## src/design/three_axis_rate_pid_with_level_modes_core_macros.svh

```systemverilog
// Assertion macros shared by the rate PID core modules.
// Expects i_clk and i_rst_n in the scope where a macro is used.
`ifndef THREE_AXIS_RATE_PID_WITH_LEVEL_MODES_CORE_MACROS_SVH
`define THREE_AXIS_RATE_PID_WITH_LEVEL_MODES_CORE_MACROS_SVH

// Same-cycle implication, checked outside reset.
`define TARP_ASSERT_IMP(lbl, ante, cons) \
    lbl: assert property (@(posedge i_clk) disable iff (!i_rst_n) (ante) |-> (cons)) \
        else $error("tarp assertion failed");

// Next-cycle implication, checked outside reset.
`define TARP_ASSERT_NXT(lbl, ante, cons) \
    lbl: assert property (@(posedge i_clk) disable iff (!i_rst_n) (ante) |=> (cons)) \
        else $error("tarp assertion failed");

`endif

```

## src/design/tarp_pkg.sv

```systemverilog
// Types, constants and helpers for the three-axis rate PID core.
// No dependencies.
package tarp_pkg;

    localparam logic [8:0]  RATE_OFFSET = 9'd27;
    localparam logic [15:0] RECIP_DIVIDEND = 16'hFFFF;
    localparam int          CMD_LIMIT = 500;
    // Division by ten of a 16-bit magnitude as (x * 52429) >> 19, exact for 16 bits.
    localparam logic [17:0] ANGLE_RECIP = 18'd52429;
    localparam int          ANGLE_RECIP_SHIFT = 19;

    localparam logic [2:0] CFG_RATE_P     = 3'd0;
    localparam logic [2:0] CFG_RATE_I     = 3'd1;
    localparam logic [2:0] CFG_RATE_D     = 3'd2;
    localparam logic [2:0] CFG_LEVEL      = 3'd3;
    localparam logic [2:0] CFG_RP_RATES   = 3'd4;
    localparam logic [2:0] CFG_YAW_RATE   = 3'd5;
    localparam logic [2:0] CFG_TRIMS      = 3'd6;

    localparam logic [1:0] AXIS_ROLL  = 2'd0;
    localparam logic [1:0] AXIS_PITCH = 2'd1;
    localparam logic [1:0] AXIS_YAW   = 2'd2;
    localparam logic [1:0] AXIS_NONE  = 2'd3;

    typedef struct packed {
        logic [23:0] rate_p;
        logic [23:0] rate_i;
        logic [23:0] rate_d;
        logic [15:0] level;
        logic [15:0] rp_rates;
        logic [7:0]  yaw_rate;
        logic [31:0] trims;
    } t_cfg;

    typedef struct packed {
        logic [1:0]         axis_select;
        logic               axis_ok;
        logic signed [9:0]  stick_command;
        logic signed [15:0] gyro_rate;
        logic signed [16:0] angle_num;
        logic [15:0]        loop_time;
        logic [11:0]        d_divisor;
        logic               level_mode;
        logic               blend_mode;
    } t_item;

    function automatic logic [7:0] gain_byte(input logic [23:0] r, input logic [1:0] ax);
        logic [7:0] g;
        unique case (ax)
            AXIS_ROLL:  g = r[7:0];
            AXIS_PITCH: g = r[15:8];
            default:    g = r[23:16];
        endcase
        return g;
    endfunction

endpackage

```

## src/design/tarp_in_if.sv

```systemverilog
// Input sample channel of the rate PID core: valid, ready and one axis sample.
// No dependencies.
interface tarp_in_if;
    logic               valid;
    logic               ready;
    logic [1:0]         axis_select;
    logic signed [9:0]  stick_command;
    logic signed [15:0] gyro_rate;
    logic signed [11:0] tilt_angle;
    logic signed [10:0] gps_correction;
    logic [15:0]        loop_time;
    logic               level_mode;
    logic               blend_mode;

    modport source (output valid, axis_select, stick_command, gyro_rate, tilt_angle,
                    gps_correction, loop_time, level_mode, blend_mode, input ready);
    modport sink (input valid, axis_select, stick_command, gyro_rate, tilt_angle,
                  gps_correction, loop_time, level_mode, blend_mode, output ready);
endinterface

```

## src/design/tarp_out_if.sv

```systemverilog
// Result channel of the rate PID core: valid, ready, axis and drive value.
// No dependencies.
interface tarp_out_if;
    logic               valid;
    logic               ready;
    logic [1:0]         axis_done;
    logic signed [15:0] pid_drive;

    modport source (output valid, axis_done, pid_drive, input ready);
    modport sink (input valid, axis_done, pid_drive, output ready);
endinterface

```

## src/design/tarp_front.sv

```systemverilog
// Front end: accepts input beats, classifies the axis and prepares the
// angle numerator and D divisor. Depends on tarp_pkg and tarp_in_if.
module tarp_front #(
    parameter int NUM_AXES = 3
) (
    input  tarp_pkg::t_cfg i_cfg,
    tarp_in_if.sink        i_item,
    input  logic           i_full,
    output logic           o_push,
    output tarp_pkg::t_item o_item
);
    logic signed [11:0] cmd_sum;
    logic signed [11:0] cmd_clamped;
    logic signed [15:0] trim;
    logic [11:0]        loop_div;

    assign i_item.ready = !i_full;
    assign o_push = i_item.valid && !i_full;

    always_comb begin
        cmd_sum = 12'(i_item.stick_command) + 12'(i_item.gps_correction);
        if (cmd_sum > 12'sd500) begin
            cmd_clamped = 12'(tarp_pkg::CMD_LIMIT);
        end else if (cmd_sum < -12'sd500) begin
            cmd_clamped = -12'(tarp_pkg::CMD_LIMIT);
        end else begin
            cmd_clamped = cmd_sum;
        end
        trim = (i_item.axis_select == tarp_pkg::AXIS_PITCH) ? $signed(i_cfg.trims[31:16])
                                                             : $signed(i_cfg.trims[15:0]);
        loop_div = i_item.loop_time[15:4];

        o_item.axis_select  = i_item.axis_select;
        o_item.axis_ok      = (i_item.axis_select != tarp_pkg::AXIS_NONE) &&
                              (32'(i_item.axis_select) < NUM_AXES);
        o_item.stick_command = i_item.stick_command;
        o_item.gyro_rate    = i_item.gyro_rate;
        o_item.angle_num    = 17'(cmd_clamped) - 17'(i_item.tilt_angle) + 17'(trim);
        o_item.loop_time    = i_item.loop_time;
        o_item.d_divisor    = (loop_div == 12'd0) ? 12'd1 : loop_div;
        o_item.level_mode   = i_item.level_mode;
        o_item.blend_mode   = i_item.blend_mode;
    end
endmodule

```

## src/design/tarp_fifo.sv

```systemverilog
// Two-entry queue between the front end and the back end.
// Depends on tarp_pkg and the assertion macro header.
`include "three_axis_rate_pid_with_level_modes_core_macros.svh"
module tarp_fifo (
    input  logic            i_clk,
    input  logic            i_rst_n,
    input  logic            i_push,
    input  tarp_pkg::t_item i_item,
    input  logic            i_pop,
    output logic            o_full,
    output logic            o_empty,
    output tarp_pkg::t_item o_head
);
    tarp_pkg::t_item r_mem [2];
    logic       r_wp;
    logic       r_rp;
    logic [1:0] r_cnt;

    assign o_full  = (r_cnt == 2'd2);
    assign o_empty = (r_cnt == 2'd0);
    assign o_head  = r_mem[r_rp];

    always_ff @(posedge i_clk) begin
        if (i_push) begin
            r_mem[r_wp] <= i_item;
        end
    end

    always_ff @(posedge i_clk) begin
        if (!i_rst_n) begin
            r_wp  <= 1'b0;
            r_rp  <= 1'b0;
            r_cnt <= 2'd0;
        end else begin
            if (i_push) begin
                r_wp <= !r_wp;
            end
            if (i_pop) begin
                r_rp <= !r_rp;
            end
            r_cnt <= r_cnt + 2'(i_push) - 2'(i_pop);
        end
    end

    `TARP_ASSERT_IMP(a_cnt_range, 1'b1, r_cnt <= 2'd2)
    `TARP_ASSERT_IMP(a_no_pop_empty, i_pop, r_cnt != 2'd0)
    `TARP_ASSERT_IMP(a_no_push_full, i_push, r_cnt != 2'd2)
endmodule

```

## src/design/tarp_div.sv

```systemverilog
// Restoring divider, one quotient bit per cycle, 16-bit dividend, 12-bit divisor.
// No dependencies.
module tarp_div (
    input  logic        i_clk,
    input  logic        i_rst_n,
    input  logic        i_start,
    input  logic [15:0] i_dividend,
    input  logic [11:0] i_divisor,
    output logic        o_busy,
    output logic [15:0] o_quotient
);
    logic [11:0] r_rem;
    logic [15:0] r_q;
    logic [11:0] r_dvs;
    logic [4:0]  r_cnt;
    logic [12:0] rem_sh;
    logic        ge;

    assign o_busy = (r_cnt != 5'd0);
    assign o_quotient = r_q;
    assign rem_sh = {r_rem, r_q[15]};
    assign ge = (rem_sh >= {1'b0, r_dvs});

    always_ff @(posedge i_clk) begin
        if (!i_rst_n) begin
            r_cnt <= 5'd0;
        end else if (i_start) begin
            r_cnt <= 5'd16;
        end else if (o_busy) begin
            r_cnt <= r_cnt - 5'd1;
        end
    end

    always_ff @(posedge i_clk) begin
        if (i_start) begin
            r_rem <= 12'd0;
            r_q   <= i_dividend;
            r_dvs <= i_divisor;
        end else if (o_busy) begin
            r_rem <= ge ? 12'(rem_sh - {1'b0, r_dvs}) : rem_sh[11:0];
            r_q   <= {r_q[14:0], ge};
        end
    end
endmodule

```

## src/design/tarp_back.sv

```systemverilog
// Back end: sequences the rate demand, P, I and D terms over a shared
// registered multiplier, plus a divider for the D term. Depends on tarp_pkg, tarp_div, tarp_out_if.
`include "three_axis_rate_pid_with_level_modes_core_macros.svh"
module tarp_back #(
    parameter int NUM_AXES = 3,
    parameter int INTEGRATOR_LIMIT = 256
) (
    input  logic            i_clk,
    input  logic            i_rst_n,
    input  tarp_pkg::t_cfg  i_cfg,
    input  logic            i_empty,
    input  tarp_pkg::t_item i_head,
    output logic            o_pop,
    tarp_out_if.source      o_result
);
    localparam int AXW = (NUM_AXES > 1) ? $clog2(NUM_AXES) : 1;
    localparam int IW = $clog2(INTEGRATOR_LIMIT) + 15;
    localparam int RS = tarp_pkg::ANGLE_RECIP_SHIFT;
    localparam logic signed [33:0] LIM = 34'(INTEGRATOR_LIMIT) * 34'sd8192;

    typedef enum logic [14:0] {
        S_IDLE = 15'b000000000000001,
        S_EMUL = 15'b000000000000010,
        S_EQ   = 15'b000000000000100,
        S_DEM1 = 15'b000000000001000,
        S_DEM2 = 15'b000000000010000,
        S_ERR  = 15'b000000000100000,
        S_P    = 15'b000000001000000,
        S_I1   = 15'b000000010000000,
        S_I2   = 15'b000000100000000,
        S_I3   = 15'b000001000000000,
        S_DW   = 15'b000010000000000,
        S_D2   = 15'b000100000000000,
        S_D3   = 15'b001000000000000,
        S_D4   = 15'b010000000000000,
        S_OUT  = 15'b100000000000000
    } t_state;

    t_state             r_state;
    tarp_pkg::t_item    r_cur;
    logic signed [12:0] r_e;
    logic signed [17:0] r_dem;
    logic signed [17:0] r_err;
    logic [15:0]        r_p;
    logic [15:0]        r_i;
    logic [15:0]        r_d;
    logic signed [31:0] r_dsum;
    logic signed [49:0] r_prod;
    logic signed [IW-1:0] r_integ [NUM_AXES];
    logic signed [17:0] r_prev [NUM_AXES];
    logic signed [29:0] r_h1 [NUM_AXES];
    logic signed [29:0] r_h2 [NUM_AXES];
    logic               r_out_valid;
    logic [1:0]         r_out_ax;
    logic [15:0]        r_out_drive;

    logic [AXW-1:0]     ai;
    logic [1:0]         ax;
    logic signed [31:0] mul_a;
    logic signed [17:0] mul_b;
    logic               div_start;
    logic [15:0]        div_dividend;
    logic [11:0]        div_divisor;
    logic               div_busy;
    logic [15:0]        div_q;
    logic [16:0]        cur_neg_num;
    logic [15:0]        cur_mag;
    logic               use_hz;
    logic signed [18:0] err_full;
    logic signed [33:0] isum;
    logic signed [33:0] iclamp;
    logic signed [29:0] delta;
    logic               out_free;
    logic [8:0]         rp_rate;
    logic [8:0]         yaw_rate;

    assign ai = r_cur.axis_select[AXW-1:0];
    assign ax = r_cur.axis_select;
    assign out_free = !r_out_valid || o_result.ready;
    assign o_result.valid = r_out_valid;
    assign o_result.axis_done = r_out_ax;
    assign o_result.pid_drive = r_out_drive;
    assign o_pop = (r_state == S_IDLE) && !i_empty;
    assign cur_neg_num = 17'(-r_cur.angle_num);
    assign cur_mag = r_cur.angle_num[16] ? cur_neg_num[15:0] : r_cur.angle_num[15:0];
    assign use_hz = r_cur.blend_mode && !r_cur.level_mode && (ax != tarp_pkg::AXIS_YAW);
    assign rp_rate = 9'(tarp_pkg::gain_byte({8'd0, i_cfg.rp_rates}, ax)) + tarp_pkg::RATE_OFFSET;
    assign yaw_rate = 9'(i_cfg.yaw_rate) + tarp_pkg::RATE_OFFSET;

    // The D-term reciprocal starts as the sample is popped and runs beside the
    // multiply sequence.
    assign div_start = o_pop && i_head.axis_ok;
    assign div_dividend = tarp_pkg::RECIP_DIVIDEND;
    assign div_divisor = i_head.d_divisor;

    tarp_div u_div (
        .i_clk      (i_clk),
        .i_rst_n    (i_rst_n),
        .i_start    (div_start),
        .i_dividend (div_dividend),
        .i_divisor  (div_divisor),
        .o_busy     (div_busy),
        .o_quotient (div_q)
    );

    always_comb begin
        mul_a = 32'sd0;
        mul_b = 18'sd0;
        unique case (r_state)
            S_EMUL: begin
                mul_a = $signed({16'd0, cur_mag});
                mul_b = $signed(tarp_pkg::ANGLE_RECIP);
            end
            S_DEM1: begin
                if (ax == tarp_pkg::AXIS_YAW) begin
                    mul_a = $signed({23'd0, yaw_rate});
                    mul_b = 18'(r_cur.stick_command);
                end else if (r_cur.level_mode) begin
                    mul_a = 32'(r_e);
                    mul_b = $signed({10'd0, i_cfg.level[7:0]});
                end else begin
                    mul_a = $signed({23'd0, rp_rate});
                    mul_b = 18'(r_cur.stick_command);
                end
            end
            S_DEM2: begin
                mul_a = 32'(r_e);
                mul_b = $signed({10'd0, i_cfg.level[15:8]});
            end
            S_P: begin
                mul_a = 32'(r_err);
                mul_b = $signed({10'd0, tarp_pkg::gain_byte(i_cfg.rate_p, ax)});
            end
            S_I1: begin
                mul_a = 32'(r_err);
                mul_b = $signed({2'd0, r_cur.loop_time});
            end
            S_I2: begin
                mul_a = r_prod[42:11];
                mul_b = $signed({10'd0, tarp_pkg::gain_byte(i_cfg.rate_i, ax)});
            end
            S_DW: begin
                mul_a = 32'(r_err) - 32'(r_prev[ai]);
                mul_b = $signed({2'd0, div_q});
            end
            S_D3: begin
                mul_a = r_dsum;
                mul_b = $signed({10'd0, tarp_pkg::gain_byte(i_cfg.rate_d, ax)});
            end
            default: begin
                mul_a = 32'sd0;
                mul_b = 18'sd0;
            end
        endcase
    end

    always_comb begin
        err_full = 19'(r_dem) + (use_hz ? 19'($signed(r_prod[25:8])) : 19'sd0)
                   - 19'(r_cur.gyro_rate);
        isum = 34'(r_integ[ai]) + r_prod[33:0];
        if (isum > LIM) begin
            iclamp = LIM;
        end else if (isum < -LIM) begin
            iclamp = -LIM;
        end else begin
            iclamp = isum;
        end
        delta = r_prod[35:6];
    end

    always_ff @(posedge i_clk) begin
        r_prod <= mul_a * mul_b;
        unique case (r_state)
            S_IDLE: begin
                r_cur <= i_head;
                r_p <= 16'd0;
                r_i <= 16'd0;
                r_d <= 16'd0;
            end
            S_EQ: begin
                r_e <= r_cur.angle_num[16] ? -13'(r_prod[RS+15:RS]) : 13'(r_prod[RS+15:RS]);
            end
            S_DEM2: begin
                r_dem <= (ax == tarp_pkg::AXIS_YAW) ? r_prod[22:5] : r_prod[21:4];
            end
            S_ERR: begin
                r_err <= err_full[17:0];
            end
            S_I1: begin
                r_p <= r_prod[22:7];
            end
            S_D2: begin
                r_dsum <= 32'(r_h1[ai]) + 32'(r_h2[ai]) + 32'(delta);
            end
            S_D4: begin
                r_d <= r_prod[23:8];
            end
            default: begin
            end
        endcase
        if (r_state == S_I3) begin
            r_i <= 16'(iclamp >>> 13);
        end
    end

    always_ff @(posedge i_clk) begin
        if (!i_rst_n) begin
            r_state <= S_IDLE;
            r_out_valid <= 1'b0;
            for (int k = 0; k < NUM_AXES; k++) begin
                r_integ[k] <= '0;
                r_prev[k] <= '0;
                r_h1[k] <= '0;
                r_h2[k] <= '0;
            end
        end else begin
            if ((r_state == S_OUT) && out_free) begin
                r_out_valid <= 1'b1;
            end else if (o_result.ready) begin
                r_out_valid <= 1'b0;
            end
            unique case (r_state)
                S_IDLE: begin
                    if (!i_empty) begin
                        r_state <= i_head.axis_ok ? S_EMUL : S_OUT;
                    end
                end
                S_EMUL: r_state <= S_EQ;
                S_EQ:   r_state <= S_DEM1;
                S_DEM1: r_state <= S_DEM2;
                S_DEM2: r_state <= S_ERR;
                S_ERR:  r_state <= S_P;
                S_P:    r_state <= S_I1;
                S_I1:   r_state <= S_I2;
                S_I2:   r_state <= S_I3;
                S_I3: begin
                    r_integ[ai] <= IW'(iclamp);
                    r_state <= S_DW;
                end
                S_DW: begin
                    if (!div_busy) begin
                        r_prev[ai] <= r_err;
                        r_state <= S_D2;
                    end
                end
                S_D2: begin
                    r_h2[ai] <= r_h1[ai];
                    r_h1[ai] <= delta;
                    r_state <= S_D3;
                end
                S_D3: r_state <= S_D4;
                S_D4: r_state <= S_OUT;
                S_OUT: begin
                    if (out_free) begin
                        r_out_ax <= ax;
                        r_out_drive <= r_p + r_i + r_d;
                        r_state <= S_IDLE;
                    end
                end
                default: r_state <= S_IDLE;
            endcase
        end
    end

    `TARP_ASSERT_IMP(a_state_onehot, 1'b1, $onehot(r_state))
    `TARP_ASSERT_IMP(a_div_idle_on_start, div_start, !div_busy)
    `TARP_ASSERT_NXT(a_pop_moves_on, o_pop, (r_state == S_EMUL) || (r_state == S_OUT))
endmodule

```

## src/design/three_axis_rate_pid_with_level_modes_core.sv

```systemverilog
// Channel     Dir  Handshake      Payload
// i_item      in   valid/ready    axis, stick, gyro, tilt, gps, loop time, mode flags
// o_result    out  valid/ready    axis_done, pid_drive
// cfg port    in   i_cfg_we       i_cfg_idx, i_cfg_data
// In the back end a sample runs from its pop to its result beat through the state
// sequence, and the D step waits on the 16-step reciprocal division; an out-of-range
// axis goes from idle straight to the output state.
// Reset is synchronous; it clears config, state, queue, integrators, previous errors and delta histories.
// A two-entry queue lets the front accept samples while the back end works or
// while a finished result waits on o_result.
// Depends on tarp_pkg, the channel interfaces, tarp_front, tarp_fifo, tarp_back.
module three_axis_rate_pid_with_level_modes_core #(
    parameter int NUM_AXES = 3,
    parameter int INTEGRATOR_LIMIT = 256
) (
    input  logic        i_clk,
    input  logic        i_rst_n,
    tarp_in_if.sink     i_item,
    tarp_out_if.source  o_result,
    input  logic        i_cfg_we,
    input  logic [2:0]  i_cfg_idx,
    input  logic [31:0] i_cfg_data
);
    tarp_pkg::t_cfg  r_cfg;
    tarp_pkg::t_item push_item;
    tarp_pkg::t_item head_item;
    logic            push;
    logic            pop;
    logic            full;
    logic            empty;

    always_ff @(posedge i_clk) begin
        if (!i_rst_n) begin
            r_cfg <= '0;
        end else if (i_cfg_we) begin
            unique case (i_cfg_idx)
                tarp_pkg::CFG_RATE_P:   r_cfg.rate_p <= i_cfg_data[23:0];
                tarp_pkg::CFG_RATE_I:   r_cfg.rate_i <= i_cfg_data[23:0];
                tarp_pkg::CFG_RATE_D:   r_cfg.rate_d <= i_cfg_data[23:0];
                tarp_pkg::CFG_LEVEL:    r_cfg.level <= i_cfg_data[15:0];
                tarp_pkg::CFG_RP_RATES: r_cfg.rp_rates <= i_cfg_data[15:0];
                tarp_pkg::CFG_YAW_RATE: r_cfg.yaw_rate <= i_cfg_data[7:0];
                tarp_pkg::CFG_TRIMS:    r_cfg.trims <= i_cfg_data;
                default: begin
                end
            endcase
        end
    end

    tarp_front #(
        .NUM_AXES (NUM_AXES)
    ) u_front (
        .i_cfg  (r_cfg),
        .i_item (i_item),
        .i_full (full),
        .o_push (push),
        .o_item (push_item)
    );

    tarp_fifo u_fifo (
        .i_clk   (i_clk),
        .i_rst_n (i_rst_n),
        .i_push  (push),
        .i_item  (push_item),
        .i_pop   (pop),
        .o_full  (full),
        .o_empty (empty),
        .o_head  (head_item)
    );

    tarp_back #(
        .NUM_AXES         (NUM_AXES),
        .INTEGRATOR_LIMIT (INTEGRATOR_LIMIT)
    ) u_back (
        .i_clk    (i_clk),
        .i_rst_n  (i_rst_n),
        .i_cfg    (r_cfg),
        .i_empty  (empty),
        .i_head   (head_item),
        .o_pop    (pop),
        .o_result (o_result)
    );
endmodule

```

## src/flat_wrapper.sv

```systemverilog
// flat-port wrapper written by rule: the top's interface ports become plain ports
module three_axis_rate_pid_with_level_modes_core_flat 
#(
    parameter int NUM_AXES = 3,
    parameter int INTEGRATOR_LIMIT = 256
)
  (i_clk, i_rst_n, i_cfg_we, i_cfg_idx, i_cfg_data, i_item_valid, i_item_axis_select, i_item_stick_command, i_item_gyro_rate, i_item_tilt_angle, i_item_gps_correction, i_item_loop_time, i_item_level_mode, i_item_blend_mode, i_item_ready, o_result_valid, o_result_axis_done, o_result_pid_drive, o_result_ready);
  tarp_in_if i_item_i ();
  tarp_out_if o_result_i ();
  input  logic i_clk;
  input  logic i_rst_n;
  input  logic i_cfg_we;
  input  logic [2:0] i_cfg_idx;
  input  logic [31:0] i_cfg_data;
  input wire logic [$bits(i_item_i.valid)-1:0] i_item_valid;
  input wire logic [$bits(i_item_i.axis_select)-1:0] i_item_axis_select;
  input wire logic [$bits(i_item_i.stick_command)-1:0] i_item_stick_command;
  input wire logic [$bits(i_item_i.gyro_rate)-1:0] i_item_gyro_rate;
  input wire logic [$bits(i_item_i.tilt_angle)-1:0] i_item_tilt_angle;
  input wire logic [$bits(i_item_i.gps_correction)-1:0] i_item_gps_correction;
  input wire logic [$bits(i_item_i.loop_time)-1:0] i_item_loop_time;
  input wire logic [$bits(i_item_i.level_mode)-1:0] i_item_level_mode;
  input wire logic [$bits(i_item_i.blend_mode)-1:0] i_item_blend_mode;
  output wire logic [$bits(i_item_i.ready)-1:0] i_item_ready;
  output wire logic [$bits(o_result_i.valid)-1:0] o_result_valid;
  output wire logic [$bits(o_result_i.axis_done)-1:0] o_result_axis_done;
  output wire logic [$bits(o_result_i.pid_drive)-1:0] o_result_pid_drive;
  input wire logic [$bits(o_result_i.ready)-1:0] o_result_ready;
  assign i_item_i.valid = i_item_valid;
  assign i_item_i.axis_select = i_item_axis_select;
  assign i_item_i.stick_command = i_item_stick_command;
  assign i_item_i.gyro_rate = i_item_gyro_rate;
  assign i_item_i.tilt_angle = i_item_tilt_angle;
  assign i_item_i.gps_correction = i_item_gps_correction;
  assign i_item_i.loop_time = i_item_loop_time;
  assign i_item_i.level_mode = i_item_level_mode;
  assign i_item_i.blend_mode = i_item_blend_mode;
  assign i_item_ready = i_item_i.ready;
  assign o_result_valid = o_result_i.valid;
  assign o_result_axis_done = o_result_i.axis_done;
  assign o_result_pid_drive = o_result_i.pid_drive;
  assign o_result_i.ready = o_result_ready;
  three_axis_rate_pid_with_level_modes_core #(.NUM_AXES(NUM_AXES), .INTEGRATOR_LIMIT(INTEGRATOR_LIMIT)) u_core (.i_clk(i_clk), .i_rst_n(i_rst_n), .i_item(i_item_i), .o_result(o_result_i), .i_cfg_we(i_cfg_we), .i_cfg_idx(i_cfg_idx), .i_cfg_data(i_cfg_data));
endmodule
```

## config.mk

```make
export PLATFORM = sky130hd
export DESIGN_NAME = three_axis_rate_pid_with_level_modes_core_flat
export DESIGN_NICKNAME = d
export VERILOG_FILES = /design/src/design/tarp_pkg.sv /design/src/design/tarp_in_if.sv /design/src/design/tarp_out_if.sv /design/src/design/tarp_front.sv /design/src/design/tarp_fifo.sv /design/src/design/tarp_div.sv /design/src/design/tarp_back.sv /design/src/design/three_axis_rate_pid_with_level_modes_core.sv /design/src/flat_wrapper.sv
export VERILOG_INCLUDE_DIRS = /design/src /design/src/design
export SDC_FILE = /design/constraint.sdc
export NUM_CORES = 2
export LEC_CHECK = 0
export BUFFER_PORTS_ARGS = -buffer_cell sky130_fd_sc_hd__buf_4
export CAP_MARGIN = 5
export CORE_AREA = 2 2 540 542
export CTS_CLUSTER_DIAMETER = 150
export DETAILED_ROUTE_END_ITERATION = 8
export DIE_AREA = 0 0 542 544
export PLACE_DENSITY = 0.42
export SETUP_SLACK_MARGIN = 0.02
export SLEW_MARGIN = 5
export SYNTH_ARGS = -nofsm -noshare
export SYNTH_HDL_FRONTEND = slang
export SYNTH_HIERARCHICAL = 1
export SYNTH_SLANG_ARGS = --single-unit
export TNS_END_PERCENT = 10
```

## constraint.sdc

```tcl
create_clock -name i_clk -period 24.9 [get_ports i_clk]
set_input_delay 1.245 -clock i_clk [delete_from_list [all_inputs] [get_ports i_clk]]
set_output_delay 1.245 -clock i_clk [all_outputs]
set_load 0.05 [all_outputs]
```

; ---- After elaboration in Yosys (flattened, before gate mapping)
; Memory sizes are Yosys's and may differ from the RTL's. A register that Yosys moved wholly into a read port is not among the register bits.
; Cells that the tools add are included.
[classes]
n_lt_le_gt_ge = 6
n_bitwise = 1
n_mul = 1
mux = 65
n_reduce_logical = 39
eq_ne = 30
n_addsub = 19
[op_table]
columns = op, count
row1 = 15-bit one-hot mux with 15 select lines, 1
row2 = 32-bit one-hot mux with 7 select lines, 1
row3 = 18-bit one-hot mux with 8 select lines, 1
row4 = 18-bit 2-to-1 mux, 5
row5 = 16-bit 2-to-1 mux, 4
row6 = 32-bit 2-to-1 mux, 2
row7 = 16-bit one-hot mux with 2 select lines, 2
row8 = 8-bit one-hot mux with 2 select lines, 4
row9 = 15-bit 2-to-1 mux, 4
row10 = 30-bit 2-to-1 mux, 2
row11 = 30-bit OR reduction, 2
row12 = 29-bit 2-to-1 mux, 2
row13 = 12-bit 2-to-1 mux, 4
row14 = 32-bit by 18-bit multiplier with 43-bit output, 1
row15 = 34-bit adder, 1
row16 = "34-bit by 23-bit greater-than comparator with 1-bit output, second input constant", 1
row17 = "34-bit by 22-bit less-than comparator with 1-bit output, second input constant", 1
row18 = 16-bit adder, 2
row19 = 31-bit by 30-bit adder with 32-bit output, 1
row20 = 30-bit by 30-bit adder with 31-bit output, 1
row21 = 23-bit 2-to-1 mux, 1
row22 = 23-bit OR reduction, 1
row23 = 1-bit 2-to-1 mux, 21
row24 = 18-bit by 18-bit subtractor with 19-bit output, 1
row25 = other kinds (53), 95
[totals]
ramBits = 455
n_memories = 5
out_inout_bits = 20
word_cells = 200
reg_bits = 462
[memory_table]
columns = name, words, width, read_ports, rd_ports_with_merged_regs, write_ports, line
row1 = u_core.u_fifo.r_mem, 2, 76, 1, 1, 1, tarp_fifo.sv:14  ; tarp_pkg::t_item r_mem [2];
row2 = u_core.u_back.r_h1, 3, 30, 1, 1, 3, tarp_back.sv:51  ; logic signed [29:0] r_h1 [NUM_AXES];
row3 = u_core.u_back.r_h2, 3, 30, 1, 1, 3, tarp_back.sv:52  ; logic signed [29:0] r_h2 [NUM_AXES];
row4 = u_core.u_back.r_integ, 3, 23, 1, 1, 3, tarp_back.sv:49  ; logic signed [IW-1:0] r_integ [NUM_AXES];
row5 = u_core.u_back.r_prev, 3, 18, 1, 1, 3, tarp_back.sv:50  ; logic signed [17:0] r_prev [NUM_AXES];

; ---- Depth between registers and ports, before layout
[logic_depth]
ltp_word = 7
ltp_mapped = 42
ltp_nobuf = 38

; ---- By module
; Netlist, hierarchy kept.
[by_module_without_submodules]
columns = module, seq_area_each_um2, instances, cells_each, area_per_inst_um2
row1 = tarp_back, 19658.9, 1, 4905, 53146.0
row2 = tarp_fifo, 4664.5, 1, 257, 5863.1
row3 = three_axis_rate_pid_with_level_modes_core, 2882.8, 1, 508, 5331.4
row4 = tarp_div, 1181.1, 1, 220, 2459.9
row5 = tarp_front, 0.0, 1, 315, 2407.3

; ---- Worst setup path after synthesis
; OpenSTA, ideal clock, no wires.
[synth_path]
kind = register -> register
from = register (tool-made name)
to = register u_core.u_back.r_prod[42]
arrival_time_ps = 10720
setup_time_ps = 121
stages_incl_launch_ff = 42
slack_ps = 14059
synth_period_minus_slack_ps = 10841
cell_sequence = dfxtp_1 > buf_1 > clkbuf_1 > buf_1 > mux4_2 > inv_1 > ha_1 > nor2b_1 > o21ai_0 > a21boi_0 > o21ai_0 > a21boi_0 > o21ai_0 > a211oi_1 > o31ai_1 > mux2i_1 > o21ai_0 > clkbuf_1 > (+6 left out) > fa_1 > inv_1 > fa_1 > inv_1 > fa_1 > inv_1 > ha_1 > and2_1 > a22o_1 > or2_2 > a2111oi_0 > nor4b_1 > nor2_1 > o21ai_0 > a41oi_1 > o21ai_0 > xnor2_1 > xnor2_1
[synth_lines]
columns = item, line
row1 = "end signal, assigned", tarp_back.sv:172  ; r_prod <= mul_a * mul_b;
row2 = "end, declared", tarp_back.sv:48  ; logic signed [49:0] r_prod;

==> flow_summary_export.csv <==
group,metric,value,unit
pwr,cell_internal_pwr,0.00422,W
clock_tree,tritoncts,"yes",
cells_and_area,fin_util,27.1,%
floorplan,core-area,289000,um2
yosys,ys_types,111,
worst_setup_path,crit_path_top_delay_cell,"a2111oi_0",
yosys,synth-adder-area-share,21.5,%
placement,dp.cells,9940,
cells_and_area,final_cells,10200,
clock_tree,cts_made_buffers,119,
yosys,netlist_instances,6205,
clock_tree,clockBufferDepth,3,
global_routing,grt_util_all_layers,14.9,%
cells_and_area,n_fill_cell,30200,
cells_and_area,syn_to_final_growth,13.4,%
detailed_routing,dr.pass1.iters,6,
floorplan,start_util,23.9,%
worst_setup_path,reg2reg_depth,38,
floorplan,die_w,542,um
global_routing,grt_pass1_wl,328000,um
clock_tree,clock_latency,0.79,ns
pwr,p_sw,0.00248,W
sta,tightest_slew,1.21,ns
hold_path,hp-start,"u_core/r_cfg[112]$_SDFFE_PN0P_",
cells_and_area,register_area,28400,um2
pwr,p_total,0.00670,W
yosys,synth-seq-cells,1021,
detailed_routing,detail_route.vias_per_cell,4.57,
floorplan,dieArea,295000,um2
worst_setup_path,end_kind,"flop",
clock_tree,ctsRootBufferMaster,"clkbuf_16",
detailed_routing,wl_per_cell,21.6,um
cells_and_area,multi_input_area,36100,um2
cells_and_area,layout_commonest_cell,"inv_1",
floorplan,die_y,544,um
yosys,synth_top_cells_by_area,"edfxtp_1 (34%), fa_1 (17%), dfxtp_1 (6.6%)",
sta,max_clock_freq,84.8,MHz
detailed_routing,route.vias.total,46500,
worst_setup_path,worstSetupPathType,"reg2reg",
worst_setup_path,r2r-end,"u_core/u_back/r_prod[42]$_DFF_P_",
sta,final_hold_viol_count,0,
status,status,"finished clean",
yosys,synth_compound_area_share,7.16,%
detailed_routing,drtIter0Drc,3595,
yosys,synth_top_area_share,34.5,%
sta,fin_skew,0.0740,ns
detailed_routing,wl,219000,um
global_routing,grt_antenna_before_repair,18,
global_routing,grt_pass1_vias,48900,
pwr,leakage,32.8,nW
worst_setup_path,start_kind,"flop",
sta,slew_headroom,19.5,%
global_routing,grt_max_degree,128,
yosys,yosysTopAreaCell,"edfxtp_1",
clock_tree,cts_hold_buf,0,
hold_path,min_to,"u_core/r_cfg[112]$_SDFFE_PN0P_",
worst_setup_path,cp.required,25.54,ns
yosys,yosysWarnings,6,
yosys,async_reset_ff_share,0,%
sta,setup_viol,0,
floorplan,num_rows,198,
yosys,synth_mux_area_share,7.93,%
yosys,synth_ff_type,"edfxtp_1",
clock_tree,cts.reportedPaths.clkPinSlew,0.06,ns
worst_setup_path,cp.arrival,12.43,ns
sta,finalSetupTns,0,ns
yosys,synth_enable_flop_cells,794,
floorplan,io-pin-count,129,
yosys,netlist_area,69200,um2
detailed_routing,drc,0,
pwr,power_density,85.4,nW/um2
hold_path,whs_path_depth,2,
clock_tree,cts_max_level,3,
placement,dpl.hpwl,159000,um
placement,gp_congestion,0.859,
worst_setup_path,crit_fanout,29,
pwr,p_seq_share,35.3,%
detailed_routing,ant_nets,0,
pwr,ir_drop,0.0000692,V
global_routing,grt_overflow,0,
pwr,swShare,37.0,%
yosys,yosys.area_share.simple,12.4,%
clock_tree,cts_num_sinks,1021,
cells_and_area,final_cell_mix,"inv_1 (880), edfxtp_1 (794), nand2_1 (663)",
yosys,seq_area_frac_synth,41.0,%
cells_and_area,drive_gt1_share,11.7,%
placement,portBuffers,128,
pwr,p_comb_share,38.2,%
clock_tree,ctsResizeCount,0,
clock_tree,post_cts_buffers,0,
pwr,pwr-share-clk,26.5,%
sta,finalMaxSlewViolations,0,
yosys,synth_top_family_by_area,"adder cells",
worst_setup_path,max_stage_delay,0.70,ns
yosys,synth.avg_cell_area,11.2,um2
cells_and_area,final_nets,7217,
sta,post-route-period-util,47.4,%
sta,grt_setup_unrepaired,"false",
hold_path,hp-class,"reg2reg",
flow_run,drv_cap,0,
sta,min_period,11.79,ns
worst_setup_path,reg2reg_setup_slack,13.11,ns
yosys,synthXorXnorAreaFrac,2.65,%
worst max path at each step:
stage / start / to
CTS: flop / u_core/u_back/r_prod[42]$_DFF_P_
floorplan: flop / u_core/u_back/r_prod[42]$_DFF_P_
finish: flop / u_core/u_back/r_prod[42]$_DFF_P_
detailed placement: flop / u_core/u_back/r_prod[42]$_DFF_P_
global route: flop / u_core/u_back/r_prod[42]$_DFF_P_
global placement: flop / u_core/u_back/r_prod[42]$_DFF_P_
per-stage QoR:
stage	worst slack (ns)	instance area, um2	hold slack, ns
finish	13.11	78500	0.456
global route	12.50	78500	0.468
CTS	13.01	78500	0.458
detailed placement	13.07	74500	0.448
global placement	13.24	74500	0.441
floorplan	14.06	69300	0.434
synthesized netlist by cell type, drive strengths merged, types with 161 or more instances:
| master | count |
|---|---|
| nand2 | 663 |
| edfxtp | 794 |
| o21ai | 161 |
| clkbuf | 205 |
| mux2i | 190 |
| fa | 573 |
| inv | 883 |
| a21oi | 194 |
| nor2 | 344 |
| ha | 273 |
| dfxtp | 227 |
| and3 | 276 |
power groups by stage:
stage                     Clock [W]  Combinational, W  Sequential [W]
after detailed placement          0           0.00256         0.00241
after CTS                   0.00183           0.00259         0.00238
after floorplan                   0           0.00188         0.00229
after global routing        0.00189           0.00285         0.00239
final                       0.00178           0.00256         0.00237
after global placement            0           0.00256         0.00241
flip-flops by register name, summed over array words and instances, names as in the netlist, 18 cells and up, named ones only:
register	count
u_core/r_cfg	144
u_core/u_back/r_integ	92
u_core/u_back/r_cur	61
u_core/u_back/r_prod	43
u_core/u_back/r_prev	72
u_core/u_back/r_h2	120
u_core/u_back/r_h1	120
u_core/u_back/r_dem	18
u_core/u_fifo/r_mem	152
u_core/u_back/r_err	18
u_core/u_back/r_dsum	32
per-layer routing:
metal | part of all wire [%] | global-route usage, %
met1 | 46 | 20.3
met2 | 47 | 24.5
met3 | 5.4 | 2.30
met4 | 2.2 | 3.50
met5 | 0.0055 | 0
cell families (layout without fill, tap and decap cells):
logic type	after synthesis	after routing
simple gates	1768	1768
compound gates	735	735
mux	394	394
fa+ha+maj	846	846
flops	1021	1021
buf+inv	1233	1365
xor+xnor	206	206
other cells	2	36
layout make-up:
| cell class | count | area share (%) |
|---|---|---|
| antenna | 3 | 0.00956 |
| clock buffer | 151 | 4.10 |
| clock inverter | 76 | 0.958 |
| inverter | 883 | 4.22 |
| multi-input combinational | 3982 | 46.0 |
| sequential | 1021 | 36.2 |
| tap | 3800 | 6.06 |
| timing repair buffer | 255 | 2.45 |
worst max-delay path: cells and delay by family (launching register included):
kind / cells / cell delay [ns]
adder cells (fa/ha/maj): 8 / 3.59
flip-flops: 1 / 0.66
buffers and inverters: 7 / 0.91
AND/OR/NAND/NOR: 8 / 2.23
XOR/XNOR: 2 / 0.32
multiplexers: 1 / 0.41
AO/OA/AOI/OAI: 12 / 3.47
(Power assumes the default switching activity.)
